<file path="src/igcd_pkg.sv">
// ----------------------------------------------------------------------------
// igcd_pkg: shared types and constants
// Field widths, register indexes, opcodes and reset values of the gyro
// integrator and collision detector.
// ----------------------------------------------------------------------------
package igcd_pkg;

  localparam int RAW_W    = 16;
  localparam int RATE_W   = 24;
  localparam int OUT_W    = 48;
  localparam int HORIZ_W  = 14;
  localparam int GGAIN_W  = 8;
  localparam int AGAIN_W  = 16;
  localparam int GTHR_W   = 22;
  localparam int ATHR_W   = 14;
  localparam int CFG_W    = 22;
  localparam int CFG_IDX_W = 2;
  localparam int OP_W     = 3;
  localparam int MUL_W    = 17;
  localparam int SQ_IN_W  = 32;
  localparam int SQ_OUT_W = 16;

  localparam int DEF_COUNT_BITS = 24;
  localparam int DEF_ACC_BITS   = 48;

  localparam logic [HORIZ_W-1:0]  HORIZ_MAX   = '1;
  localparam logic [GGAIN_W-1:0]  RST_GGAIN   = GGAIN_W'(70);
  localparam logic [AGAIN_W-1:0]  RST_AGAIN   = AGAIN_W'(15991);
  localparam logic [GTHR_W-1:0]   RST_GTHR    = GTHR_W'(500000);
  localparam logic [ATHR_W-1:0]   RST_ATHR    = ATHR_W'(400);

  typedef enum logic [CFG_IDX_W-1:0] {
    REG_GGAIN = 2'd0,
    REG_AGAIN = 2'd1,
    REG_GTHR  = 2'd2,
    REG_ATHR  = 2'd3
  } reg_idx_t;

  typedef enum logic [OP_W-1:0] {
    OP_GYRO      = 3'd0,
    OP_ACCEL     = 3'd1,
    OP_CAL_START = 3'd2,
    OP_CAL_END   = 3'd3,
    OP_ORIENT_CLR = 3'd4,
    OP_COLL_CLR  = 3'd5,
    OP_NOP6      = 3'd6,
    OP_NOP7      = 3'd7
  } op_t;

endpackage

</file>
<file path="src/igcd_div.sv">
// ----------------------------------------------------------------------------
// igcd_div: restoring divider
// Unsigned quotient of a magnitude by a count, one quotient bit per cycle.
// ----------------------------------------------------------------------------
module igcd_div #(
  parameter int NUM_W = 48,
  parameter int DEN_W = 24
) (
  input  logic             clk,
  input  logic             rst,
  input  logic             start,
  input  logic [NUM_W-1:0] num,
  input  logic [DEN_W-1:0] den,
  output logic             done,
  output logic [NUM_W-1:0] quo
);
  localparam int CNT_W = $clog2(NUM_W + 1);

  logic             busy;
  logic [CNT_W-1:0] cnt;
  logic [DEN_W-1:0] rem;
  logic [DEN_W:0]   shifted;
  logic             fits;

  assign shifted = {rem, quo[NUM_W-1]};
  assign fits    = shifted >= {1'b0, den};

  always_ff @(posedge clk) begin
    if (rst) begin
      busy <= 1'b0;
      done <= 1'b0;
      cnt  <= '0;
    end else begin
      done <= busy && (cnt == CNT_W'(1));
      if (start) begin
        busy <= 1'b1;
        cnt  <= CNT_W'(NUM_W);
      end else if (busy) begin
        cnt <= cnt - CNT_W'(1);
        if (cnt == CNT_W'(1)) busy <= 1'b0;
      end
    end
  end

  always_ff @(posedge clk) begin
    if (start) begin
      rem <= '0;
      quo <= num;
    end else if (busy) begin
      // remainder stays below the divisor, so the low DEN_W bits carry it
      rem <= fits ? DEN_W'(shifted - {1'b0, den}) : shifted[DEN_W-1:0];
      quo <= {quo[NUM_W-2:0], fits};
    end
  end

endmodule

</file>
<file path="src/igcd_sqrt.sv">
// ----------------------------------------------------------------------------
// igcd_sqrt: digit-by-digit integer square root
// Floor square root of a 32-bit value, one result bit per cycle.
// ----------------------------------------------------------------------------
module igcd_sqrt (
  input  logic                          clk,
  input  logic                          rst,
  input  logic                          start,
  input  logic [igcd_pkg::SQ_IN_W-1:0]  val,
  output logic                          done,
  output logic [igcd_pkg::SQ_OUT_W-1:0] root
);
  import igcd_pkg::*;

  localparam int CNT_W = $clog2(SQ_OUT_W + 1);
  localparam int REM_W = SQ_OUT_W + 3;

  logic               busy;
  logic [CNT_W-1:0]   cnt;
  logic [SQ_IN_W-1:0] src;
  logic [REM_W-1:0]   rem;
  logic [REM_W-1:0]   r_try;
  logic [REM_W-1:0]   trial;
  logic               fits;

  assign r_try = {rem[REM_W-3:0], src[SQ_IN_W-1 -: 2]};
  assign trial = REM_W'({root, 2'b01});
  assign fits  = r_try >= trial;

  always_ff @(posedge clk) begin
    if (rst) begin
      busy <= 1'b0;
      done <= 1'b0;
      cnt  <= '0;
    end else begin
      done <= busy && (cnt == CNT_W'(1));
      if (start) begin
        busy <= 1'b1;
        cnt  <= CNT_W'(SQ_OUT_W);
      end else if (busy) begin
        cnt <= cnt - CNT_W'(1);
        if (cnt == CNT_W'(1)) busy <= 1'b0;
      end
    end
  end

  always_ff @(posedge clk) begin
    if (start) begin
      src  <= val;
      rem  <= '0;
      root <= '0;
    end else if (busy) begin
      src  <= {src[SQ_IN_W-3:0], 2'b00};
      rem  <= fits ? r_try - trial : r_try;
      root <= {root[SQ_OUT_W-2:0], fits};
    end
  end

endmodule

</file>
<file path="src/imu_gyro_integrate_collision_detect.sv">
// ----------------------------------------------------------------------------
// imu_gyro_integrate_collision_detect: gyro integrator and collision detector
// Integrates scaled gyro rates into orientation, gathers calibration sums,
// and flags collisions on yaw-rate or horizontal-acceleration jumps.
// ----------------------------------------------------------------------------
// Sequence: a gyro beat runs a multiply and an accumulate state per axis on
//   the shared multiplier; an accel beat runs multiply, square and sum for
//   the x and y axes, then 16 square-root steps; finish-cal runs one
//   restoring divide per axis; other commands pass through one command state.
// Throughput: one beat at a time; in_ready is high only while idle and the
//   result has been taken.
// Reset: rst clears the sequencer and block state and loads register defaults.
module imu_gyro_integrate_collision_detect #(
  parameter int COUNT_BITS = igcd_pkg::DEF_COUNT_BITS,
  parameter int ACC_BITS   = igcd_pkg::DEF_ACC_BITS
) (
  input  logic                                clk,
  input  logic                                rst,
  input  logic                                cfg_we,
  input  logic [igcd_pkg::CFG_IDX_W-1:0]      cfg_index,
  input  logic [igcd_pkg::CFG_W-1:0]          cfg_data,
  input  logic                                in_valid,
  output logic                                in_ready,
  input  logic [igcd_pkg::OP_W-1:0]           opcode,
  input  logic signed [igcd_pkg::RAW_W-1:0]   axis_x,
  input  logic signed [igcd_pkg::RAW_W-1:0]   axis_y,
  input  logic signed [igcd_pkg::RAW_W-1:0]   axis_z,
  output logic                                out_valid,
  input  logic                                out_ready,
  output logic signed [igcd_pkg::OUT_W-1:0]   orient_x,
  output logic signed [igcd_pkg::OUT_W-1:0]   orient_y,
  output logic signed [igcd_pkg::OUT_W-1:0]   orient_z,
  output logic signed [igcd_pkg::RATE_W-1:0]  yaw_rate,
  output logic [igcd_pkg::HORIZ_W-1:0]        horiz_accel,
  output logic                                collision
);
  import igcd_pkg::*;

  localparam int PROD_W = 2 * MUL_W;
  localparam int DIFF_W = RATE_W + 1;

  typedef enum logic [11:0] {
    S_IDLE   = 12'b0000_0000_0001,
    S_G_MUL  = 12'b0000_0000_0010,
    S_G_ACC  = 12'b0000_0000_0100,
    S_A_MUL  = 12'b0000_0000_1000,
    S_A_SQ   = 12'b0000_0001_0000,
    S_A_SUM  = 12'b0000_0010_0000,
    S_A_SQRT = 12'b0000_0100_0000,
    S_A_DONE = 12'b0000_1000_0000,
    S_C_DIV  = 12'b0001_0000_0000,
    S_C_WAIT = 12'b0010_0000_0000,
    S_CMD    = 12'b0100_0000_0000,
    S_OUT    = 12'b1000_0000_0000
  } state_t;

  state_t state, state_next;

  // configuration
  logic [GGAIN_W-1:0] ggain;
  logic [AGAIN_W-1:0] again;
  logic [GTHR_W-1:0]  gthr;
  logic [ATHR_W-1:0]  athr;

  // latched beat
  op_t                     op;
  logic signed [RAW_W-1:0] ax [3];
  logic [1:0]              idx;

  // block state
  logic signed [ACC_BITS-1:0] orient [3];
  logic signed [ACC_BITS-1:0] cal    [3];
  logic signed [RATE_W-1:0]   offs   [3];
  logic [COUNT_BITS-1:0]      count;
  logic signed [RATE_W-1:0]   prev_yaw;
  logic [HORIZ_W-1:0]         prev_horiz;
  logic                       coll;

  // shared multiplier
  logic [MUL_W-1:0]   mul_a, mul_b;
  logic [PROD_W-1:0]  prod;
  logic [SQ_IN_W-1:0] sumsq;

  logic signed [RAW_W-1:0] ax_sel;
  logic [MUL_W-1:0]        ax_abs;
  logic signed [RATE_W-1:0] rate;
  logic signed [DIFF_W-1:0] yaw_diff;
  logic [DIFF_W-1:0]        yaw_jump;

  logic                    sq_start, sq_done;
  logic [SQ_OUT_W-1:0]     sq_root;
  logic [HORIZ_W-1:0]      horiz;
  logic [HORIZ_W-1:0]      horiz_jump;

  logic                    dv_start, dv_done;
  logic [ACC_BITS-1:0]     dv_num, dv_quo;
  logic                    cal_neg;
  logic signed [RATE_W-1:0] offs_new;

  function automatic logic signed [ACC_BITS-1:0] sat_add(
    input logic signed [ACC_BITS-1:0] a,
    input logic signed [DIFF_W-1:0]   b
  );
    logic signed [ACC_BITS:0] s;
    s = {a[ACC_BITS-1], a} + (ACC_BITS+1)'(b);
    if (s[ACC_BITS] != s[ACC_BITS-1]) begin
      sat_add = s[ACC_BITS] ? {1'b1, {(ACC_BITS-1){1'b0}}} : {1'b0, {(ACC_BITS-1){1'b1}}};
    end else begin
      sat_add = s[ACC_BITS-1:0];
    end
  endfunction

  assign in_ready  = (state == S_IDLE);
  assign out_valid = (state == S_OUT);

  // select the working axis and take its magnitude
  assign ax_sel = ax[idx];
  assign ax_abs = ax_sel[RAW_W-1] ? MUL_W'(-{ax_sel[RAW_W-1], ax_sel})
                                  : MUL_W'(ax_sel);

  always_comb begin
    mul_a = ax_abs;
    mul_b = MUL_W'(ggain);
    if (state == S_A_MUL) begin
      mul_b = MUL_W'(again);
    end else if (state == S_A_SQ) begin
      mul_a = prod[AGAIN_W +: MUL_W];
      mul_b = prod[AGAIN_W +: MUL_W];
    end
  end

  // rate magnitude fits 23 bits; restore the sign
  assign rate = ax_sel[RAW_W-1] ? -RATE_W'(prod) : RATE_W'(prod);
  assign yaw_diff = DIFF_W'(rate) - DIFF_W'(prev_yaw);
  assign yaw_jump = yaw_diff[DIFF_W-1] ? -yaw_diff : yaw_diff;

  assign horiz = (sq_root > SQ_OUT_W'(HORIZ_MAX)) ? HORIZ_MAX : sq_root[HORIZ_W-1:0];
  assign horiz_jump = (horiz > prev_horiz) ? horiz - prev_horiz : prev_horiz - horiz;

  assign sq_start = (state == S_A_SQRT);
  assign dv_start = (state == S_C_DIV);
  assign cal_neg  = cal[idx][ACC_BITS-1];
  assign dv_num   = cal_neg ? -cal[idx] : cal[idx];

  // sign and clamp the quotient to the offset range
  always_comb begin
    if (count == '0) begin
      offs_new = '0;
    end else if (cal_neg) begin
      if (dv_quo > ACC_BITS'(1 << (RATE_W-1))) offs_new = {1'b1, {(RATE_W-1){1'b0}}};
      else offs_new = -RATE_W'(dv_quo);
    end else begin
      if (dv_quo > ACC_BITS'((1 << (RATE_W-1)) - 1)) offs_new = {1'b0, {(RATE_W-1){1'b1}}};
      else offs_new = RATE_W'(dv_quo);
    end
  end

  igcd_sqrt u_sqrt (
    .clk   (clk),
    .rst   (rst),
    .start (sq_start),
    .val   (sumsq),
    .done  (sq_done),
    .root  (sq_root)
  );

  igcd_div #(
    .NUM_W (ACC_BITS),
    .DEN_W (COUNT_BITS)
  ) u_div (
    .clk   (clk),
    .rst   (rst),
    .start (dv_start),
    .num   (dv_num),
    .den   (count),
    .done  (dv_done),
    .quo   (dv_quo)
  );

  // sequencer
  always_comb begin
    state_next = state;
    unique case (state)
      S_IDLE: begin
        if (in_valid) begin
          unique case (op_t'(opcode))
            OP_GYRO:  state_next = S_G_MUL;
            OP_ACCEL: state_next = S_A_MUL;
            OP_CAL_END: state_next = S_C_DIV;
            default:  state_next = S_CMD;
          endcase
        end
      end
      S_G_MUL:  state_next = S_G_ACC;
      S_G_ACC:  state_next = (idx == 2'd2) ? S_OUT : S_G_MUL;
      S_A_MUL:  state_next = S_A_SQ;
      S_A_SQ:   state_next = S_A_SUM;
      S_A_SUM:  state_next = (idx == 2'd1) ? S_A_SQRT : S_A_MUL;
      S_A_SQRT: state_next = S_A_DONE;
      S_A_DONE: if (sq_done) state_next = S_OUT;
      S_C_DIV:  state_next = S_C_WAIT;
      S_C_WAIT: if (dv_done) state_next = (idx == 2'd2) ? S_OUT : S_C_DIV;
      S_CMD:    state_next = S_OUT;
      S_OUT:    if (out_ready) state_next = S_IDLE;
      default:  state_next = S_IDLE;
    endcase
  end

  always_ff @(posedge clk) begin
    if (rst) begin
      state <= S_IDLE;
    end else begin
      state <= state_next;
    end
  end

  // configuration writes
  always_ff @(posedge clk) begin
    if (rst) begin
      ggain <= RST_GGAIN;
      again <= RST_AGAIN;
      gthr  <= RST_GTHR;
      athr  <= RST_ATHR;
    end else if (cfg_we) begin
      unique case (reg_idx_t'(cfg_index))
        REG_GGAIN: ggain <= cfg_data[GGAIN_W-1:0];
        REG_AGAIN: again <= cfg_data[AGAIN_W-1:0];
        REG_GTHR:  gthr  <= cfg_data[GTHR_W-1:0];
        REG_ATHR:  athr  <= cfg_data[ATHR_W-1:0];
        default: ;
      endcase
    end
  end

  // latch the beat and run the multiplier
  always_ff @(posedge clk) begin
    prod <= mul_a * mul_b;
    if (state == S_IDLE && in_valid) begin
      op    <= op_t'(opcode);
      ax[0] <= axis_x;
      ax[1] <= axis_y;
      ax[2] <= axis_z;
    end
    if (state == S_A_SUM) begin
      sumsq <= (idx == 2'd0) ? SQ_IN_W'(prod) : sumsq + SQ_IN_W'(prod);
    end
  end

  // block state updates
  always_ff @(posedge clk) begin
    if (rst) begin
      idx        <= '0;
      count      <= '0;
      prev_yaw   <= '0;
      prev_horiz <= '0;
      coll       <= 1'b0;
      for (int i = 0; i < 3; i++) begin
        orient[i] <= '0;
        cal[i]    <= '0;
        offs[i]   <= '0;
      end
    end else begin
      unique case (state)
        S_IDLE: idx <= '0;
        S_G_ACC: begin
          orient[idx] <= sat_add(orient[idx], DIFF_W'(rate) - DIFF_W'(offs[idx]));
          cal[idx]    <= sat_add(cal[idx], DIFF_W'(rate));
          idx         <= idx + 2'd1;
          if (idx == 2'd2) begin
            // yaw jump uses the raw rate, not the offset-corrected one
            if (yaw_jump > DIFF_W'(gthr)) coll <= 1'b1;
            prev_yaw <= rate;
            if (count != '1) count <= count + COUNT_BITS'(1);
          end
        end
        S_A_SUM: idx <= idx + 2'd1;
        S_A_DONE: begin
          if (sq_done) begin
            if (horiz_jump > athr) coll <= 1'b1;
            prev_horiz <= horiz;
          end
        end
        S_C_WAIT: begin
          if (dv_done) begin
            offs[idx]   <= offs_new;
            orient[idx] <= '0;
            idx         <= idx + 2'd1;
          end
        end
        S_CMD: begin
          unique case (op)
            OP_CAL_START: begin
              count <= '0;
              for (int i = 0; i < 3; i++) begin
                cal[i]  <= '0;
                offs[i] <= '0;
              end
            end
            OP_ORIENT_CLR: begin
              for (int i = 0; i < 3; i++) orient[i] <= '0;
            end
            OP_COLL_CLR: coll <= 1'b0;
            default: ;
          endcase
        end
        default: ;
      endcase
    end
  end

  // result fields show state after the beat
  assign orient_x    = OUT_W'(orient[0]);
  assign orient_y    = OUT_W'(orient[1]);
  assign orient_z    = OUT_W'(orient[2]);
  assign yaw_rate    = prev_yaw;
  assign horiz_accel = prev_horiz;
  assign collision   = coll;

endmodule

</file>
<file path="config.mk">
export PLATFORM = sky130hd
export DESIGN_NAME = imu_gyro_integrate_collision_detect
export DESIGN_NICKNAME = d
export VERILOG_FILES = /design/src/igcd_pkg.sv /design/src/igcd_div.sv /design/src/igcd_sqrt.sv /design/src/imu_gyro_integrate_collision_detect.sv
export SDC_FILE = /design/constraint.sdc
export NUM_CORES = 2
export LEC_CHECK = 0
export ABC_AREA = 0
export ABC_CLOCK_PERIOD_IN_PS = 9900
export CORE_MARGIN = 10
export CORE_UTILIZATION = 54
export DETAILED_ROUTE_END_ITERATION = 12
export DONT_BUFFER_PORTS = 1
export GPL_ROUTABILITY_DRIVEN = 0
export GPL_TIMING_DRIVEN = 1
export PLACE_DENSITY = 0.72
export SLEW_MARGIN = 20
export SYNTH_ARGS = -nofsm -noshare
export SYNTH_HDL_FRONTEND = slang
export SYNTH_SLANG_ARGS = --single-unit
</file>
<file path="constraint.sdc">
create_clock -name clk -period 9.9 [get_ports clk]
set_input_delay 0.495 -clock clk [delete_from_list [all_inputs] [get_ports clk]]
set_output_delay 0.495 -clock clk [all_outputs]
set_load 0.03 [all_outputs]
</file>
==> run summary <==
==================================================================================================
Status                                                                                   completed
Largest voltage drop on the vdd net                                                         213 uV
Vias after detailed routing                                                                  48800
Met1 GRT Util                                                                                0.361
Clock Skew                                                                               0.0698 ns
Maximum operating frequency                                                              0.106 GHz
Pre-Repair DR Iteration Count                                                                    8
Count of warnings emitted by yosys                                                               0
HP Class                                                                              input pin to register
Std-Cell Core Area                                                                     115000 um^2
Wire length of the first global-routing pass                                             274000 um
CTS max path bufs                                                                                3
NumNets Final                                                                                 7123
Initial detailed-routing violation count                                                      5229
TritonCTS sink count                                                                           887
Starting Density                                                                             0.545
Final Slew Violations                                                                            0
HPWL after detailed placement                                                            126000 um
Residual DRC                                                                                     0
Cell count after placement                                                                    7720
Total global routing overflow                                                                    0
Most Crowded Layer GR                                                                         met2
Count of antenna-violating nets left after detailed routing                                      0
P_leak                                                                                   0.0278 uW
Gate count after technology mapping                                                           6396
Post-synth top flop                                                                   sky130_fd_sc_hd__edfxtp_1
Worst Setup Start Kind                                                                    register
Register-to-register setup slack                                                           0.45 ns
Filler Cell Count                                                                             9474
Chip Width                                                                                  360 um
Ratio of cells with drive above 1 in the final layout                                       0.0734
Clock tree from TritonCTS                                                                      yes
Endpoints failing setup                                                                          0
Port Buffers                                                                                     0
Source-to-sink clock delay at the later pin of the worst-skew pair                         0.73 ns
Met3 Resource Use GR                                                                        0.0598
Post-synthesis average cell area                                                         9.76 um^2
Maximum fanout along the worst path                                                              7
Antenna violations before repair                                                                 6
Critical-path cell with the highest stage delay                                       sky130_fd_sc_hd__fa_1
Area growth syn-to-layout                                                                    9.24%
Clock root buffer                                                                     sky130_fd_sc_hd__clkbuf_16
Post-synthesis register bit count                                                              887
Per-cell routed wire length                                                                22.2 um
Data arrival time of the worst path                                                       10.06 ns
Maximum number of pins on one net before global-route repair                                   117
EDFF count, synth                                                                              643
CP Buf/Inv Count                                                                                 6
Overall routing resource usage                                                               0.267
Area of the mapped netlist                                                              62400 um^2
Synth cell types                                                                               105
Final count of hold timing violations                                                            0
Time the final worst path needs with I/O delays and setup                                  9.45 ns
Number of placement rows                                                                       124
Endpoint class of the critical path                                                       register
Clock transition time at the flip-flop clock pins of the worst setup and hold paths        0.07 ns
Largest stage delay on the critical path                                                   0.59 ns
Most used cell along the critical path                                                sky130_fd_sc_hd__fa_1
Power Density                                                                          252 nW/um^2
I/O pin count                                                                                  265
Fraction of the yosys area taken by sequential cells                                         0.388
Required time reported for the critical path endpoint                                     10.52 ns
Via count of the first global-routing pass                                                   47500
Die Height                                                                                  360 um
Asr flop ratio synth                                                                             0
# H-tree levels                                                                                  3
WS Path Type                                                                          register to register
Clock buffer count from CTS                                                                     98
Final TNS setup                                                                               0 ns
Worst path top cell family by delay                                                    adder cells
Max-slew headroom                                                                            0.174
Net count of the mapped netlist                                                               7130
GRT met2 Usage                                                                               0.421
Max-capacitance violation count                                                                  0
Wirelength, routed                                                                       178000 um
Final Non-Filler Cells                                                                        7987
Worst slew pin tran                                                                        1.23 ns
Die Footprint                                                                          130000 um^2
Period utilization                                                                           0.954
Via-per-instance ratio                                                                        6.11
Post-Route Utilization                                                                       0.595
==================================================================================================
## power breakdown
group | internal [uW] | switching (uW)
clock network | 2210 | 1660
registers | 4360 | 279
logic | 3240 | 5430
total | 9810 | 7370
## area by class of cell
class,count,area [um^2],area share
antenna,3,7.51,0.000110
clock buffer,113,2580,0.0379
clock inverter,70,820,0.0120
inverter,639,2400,0.0352
multi-input combinational,4585,34700,0.509
sequential,887,24200,0.355
tap,1512,1890,0.0278
timing repair buffer,178,1590,0.0234
## synth_stat cells (16+ instances only)
master | number | area, um^2
sky130_fd_sc_hd__a21oi_1 | 466 | 2330
sky130_fd_sc_hd__o21bai_1 | 39 | 293
sky130_fd_sc_hd__or2_2 | 22 | 138
sky130_fd_sc_hd__nand3b_1 | 30 | 225
sky130_fd_sc_hd__a21o_1 | 124 | 931
sky130_fd_sc_hd__a31oi_1 | 39 | 244
sky130_fd_sc_hd__nand4_1 | 40 | 250
sky130_fd_sc_hd__and3_1 | 66 | 413
sky130_fd_sc_hd__o21ai_0 | 338 | 1690
sky130_fd_sc_hd__dfxtp_1 | 244 | 4880
sky130_fd_sc_hd__a21boi_0 | 16 | 120
sky130_fd_sc_hd__clkbuf_1 | 210 | 788
sky130_fd_sc_hd__o21a_1 | 60 | 450
sky130_fd_sc_hd__nor2_1 | 675 | 2530
sky130_fd_sc_hd__edfxtp_1 | 643 | 19300
sky130_fd_sc_hd__nand2b_1 | 53 | 332
sky130_fd_sc_hd__and2_1 | 34 | 213
sky130_fd_sc_hd__mux2i_1 | 57 | 571
sky130_fd_sc_hd__o211ai_1 | 28 | 210
sky130_fd_sc_hd__buf_2 | 35 | 175
sky130_fd_sc_hd__mux4_2 | 91 | 2050
sky130_fd_sc_hd__inv_1 | 639 | 2400
sky130_fd_sc_hd__nor2b_1 | 55 | 344
sky130_fd_sc_hd__nor3_1 | 133 | 666
sky130_fd_sc_hd__nor3b_1 | 18 | 135
sky130_fd_sc_hd__ha_1 | 377 | 4720
sky130_fd_sc_hd__mux4_1 | 28 | 736
sky130_fd_sc_hd__o31ai_1 | 23 | 173
sky130_fd_sc_hd__o21ai_1 | 25 | 125
sky130_fd_sc_hd__fa_1 | 277 | 5550
sky130_fd_sc_hd__or3_1 | 26 | 163
sky130_fd_sc_hd__buf_6 | 20 | 225
sky130_fd_sc_hd__xnor2_1 | 204 | 1790
sky130_fd_sc_hd__nand3_1 | 81 | 405
sky130_fd_sc_hd__nand2_1 | 681 | 2560
sky130_fd_sc_hd__nor4_1 | 32 | 200
sky130_fd_sc_hd__xor2_1 | 118 | 1030
sky130_fd_sc_hd__a211oi_1 | 76 | 571
## stage by stage
step | hold WS (ns) | total power, uW | cell area [um^2] | setup slack [ns]
after floorplan | 0.436 | 11000 | 62400 | 0.0856
after global placement | 0.439 | 12900 | 63900 | 0.443
after detailed placement | 0.443 | 13100 | 63900 | 0.342
after CTS | 0.00248 | 17100 | 68000 | 0.316
after global routing | 0.00675 | 18400 | 68200 | -0.0553
final | 0.0382 | 17200 | 68200 | 0.454
## final timing paths
path / startpoint / endpoint / depth (start not counted)
setup / recovery: state[0] / prod[31] / 32
hold / removal: rst / state[10] / 2
setup reg to reg: state[0] / prod[31] / 32
hold reg to reg: gthr[7] / gthr[7] / 2
## flip-flops by register name, summed over array words and instances (netlist names), 32 cells and up, named ones only
name / cells
ax: 48
cal: 192
offs: 96
orient: 192
prod: 33
sumsq: 32
u_div.quo: 48
u_sqrt.src: 32
## cell usage in the layout (no fill, tap or decap), drive strengths merged, types with 55 or more instances in the layout
cell / netlist / final
nand2: 684 / 684
nor2: 680 / 680
inv: 639 / 645
edfxtp: 643 / 643
a21oi: 466 / 466
ha: 377 / 377
o21ai: 365 / 365
fa: 277 / 277
dfxtp: 244 / 244
xnor2: 204 / 204
nor3: 138 / 138
a21o: 124 / 124
mux4: 119 / 119
xor2: 118 / 118
clkbuf: 210 / 113
buf: 74 / 103
nand3: 81 / 81
a211oi: 76 / 76
dlygate4sd3: 1 / 75
and3: 66 / 66
o21a: 60 / 60
mux2i: 57 / 57
nor2b: 55 / 55
## worst register-to-register path, delay by kind of cell, from the launching register on
kind,cells,cell delay (ns)
DFF,1,0.33
AOI/OAI and AO/OA,9,2.80
adders and majority gates,7,3.04
buffers and inverters,6,0.61
and+or+nand+nor,9,2.46
xor gates and xnor gates,1,0.14
## logic make-up (layout without fill, tap and decap cells)
logic type / Yosys count / after routing / synth area share
xor gates and xnor gates: 322 / 322 / 0.0452
adders and majority gates: 658 / 658 / 0.165
AOI/OAI and AO/OA: 1410 / 1410 / 0.140
and+or+nand+nor: 2011 / 2011 / 0.147
muxes: 184 / 184 / 0.0552
DFF: 887 / 887 / 0.388
other: 0 / 3 / 0
buffers and inverters: 924 / 1000 / 0.0598
## what timing repair did
item,4_1_cts,5_1_grt
setup buffers,0,5
resized for setup,0,13
hold buffers,76,0
hold endpoints to repair,171,0
endpoints found under the setup margin,0,2
## routing by layer
layer / part of all wire / up-vias
met5: 0 / -
met4: 0.037 / 0
met3: 0.10 / 374
met2: 0.45 / 2290
met1: 0.41 / 23700
li1: - / 22500
Power figures use the tool's default switching activity.
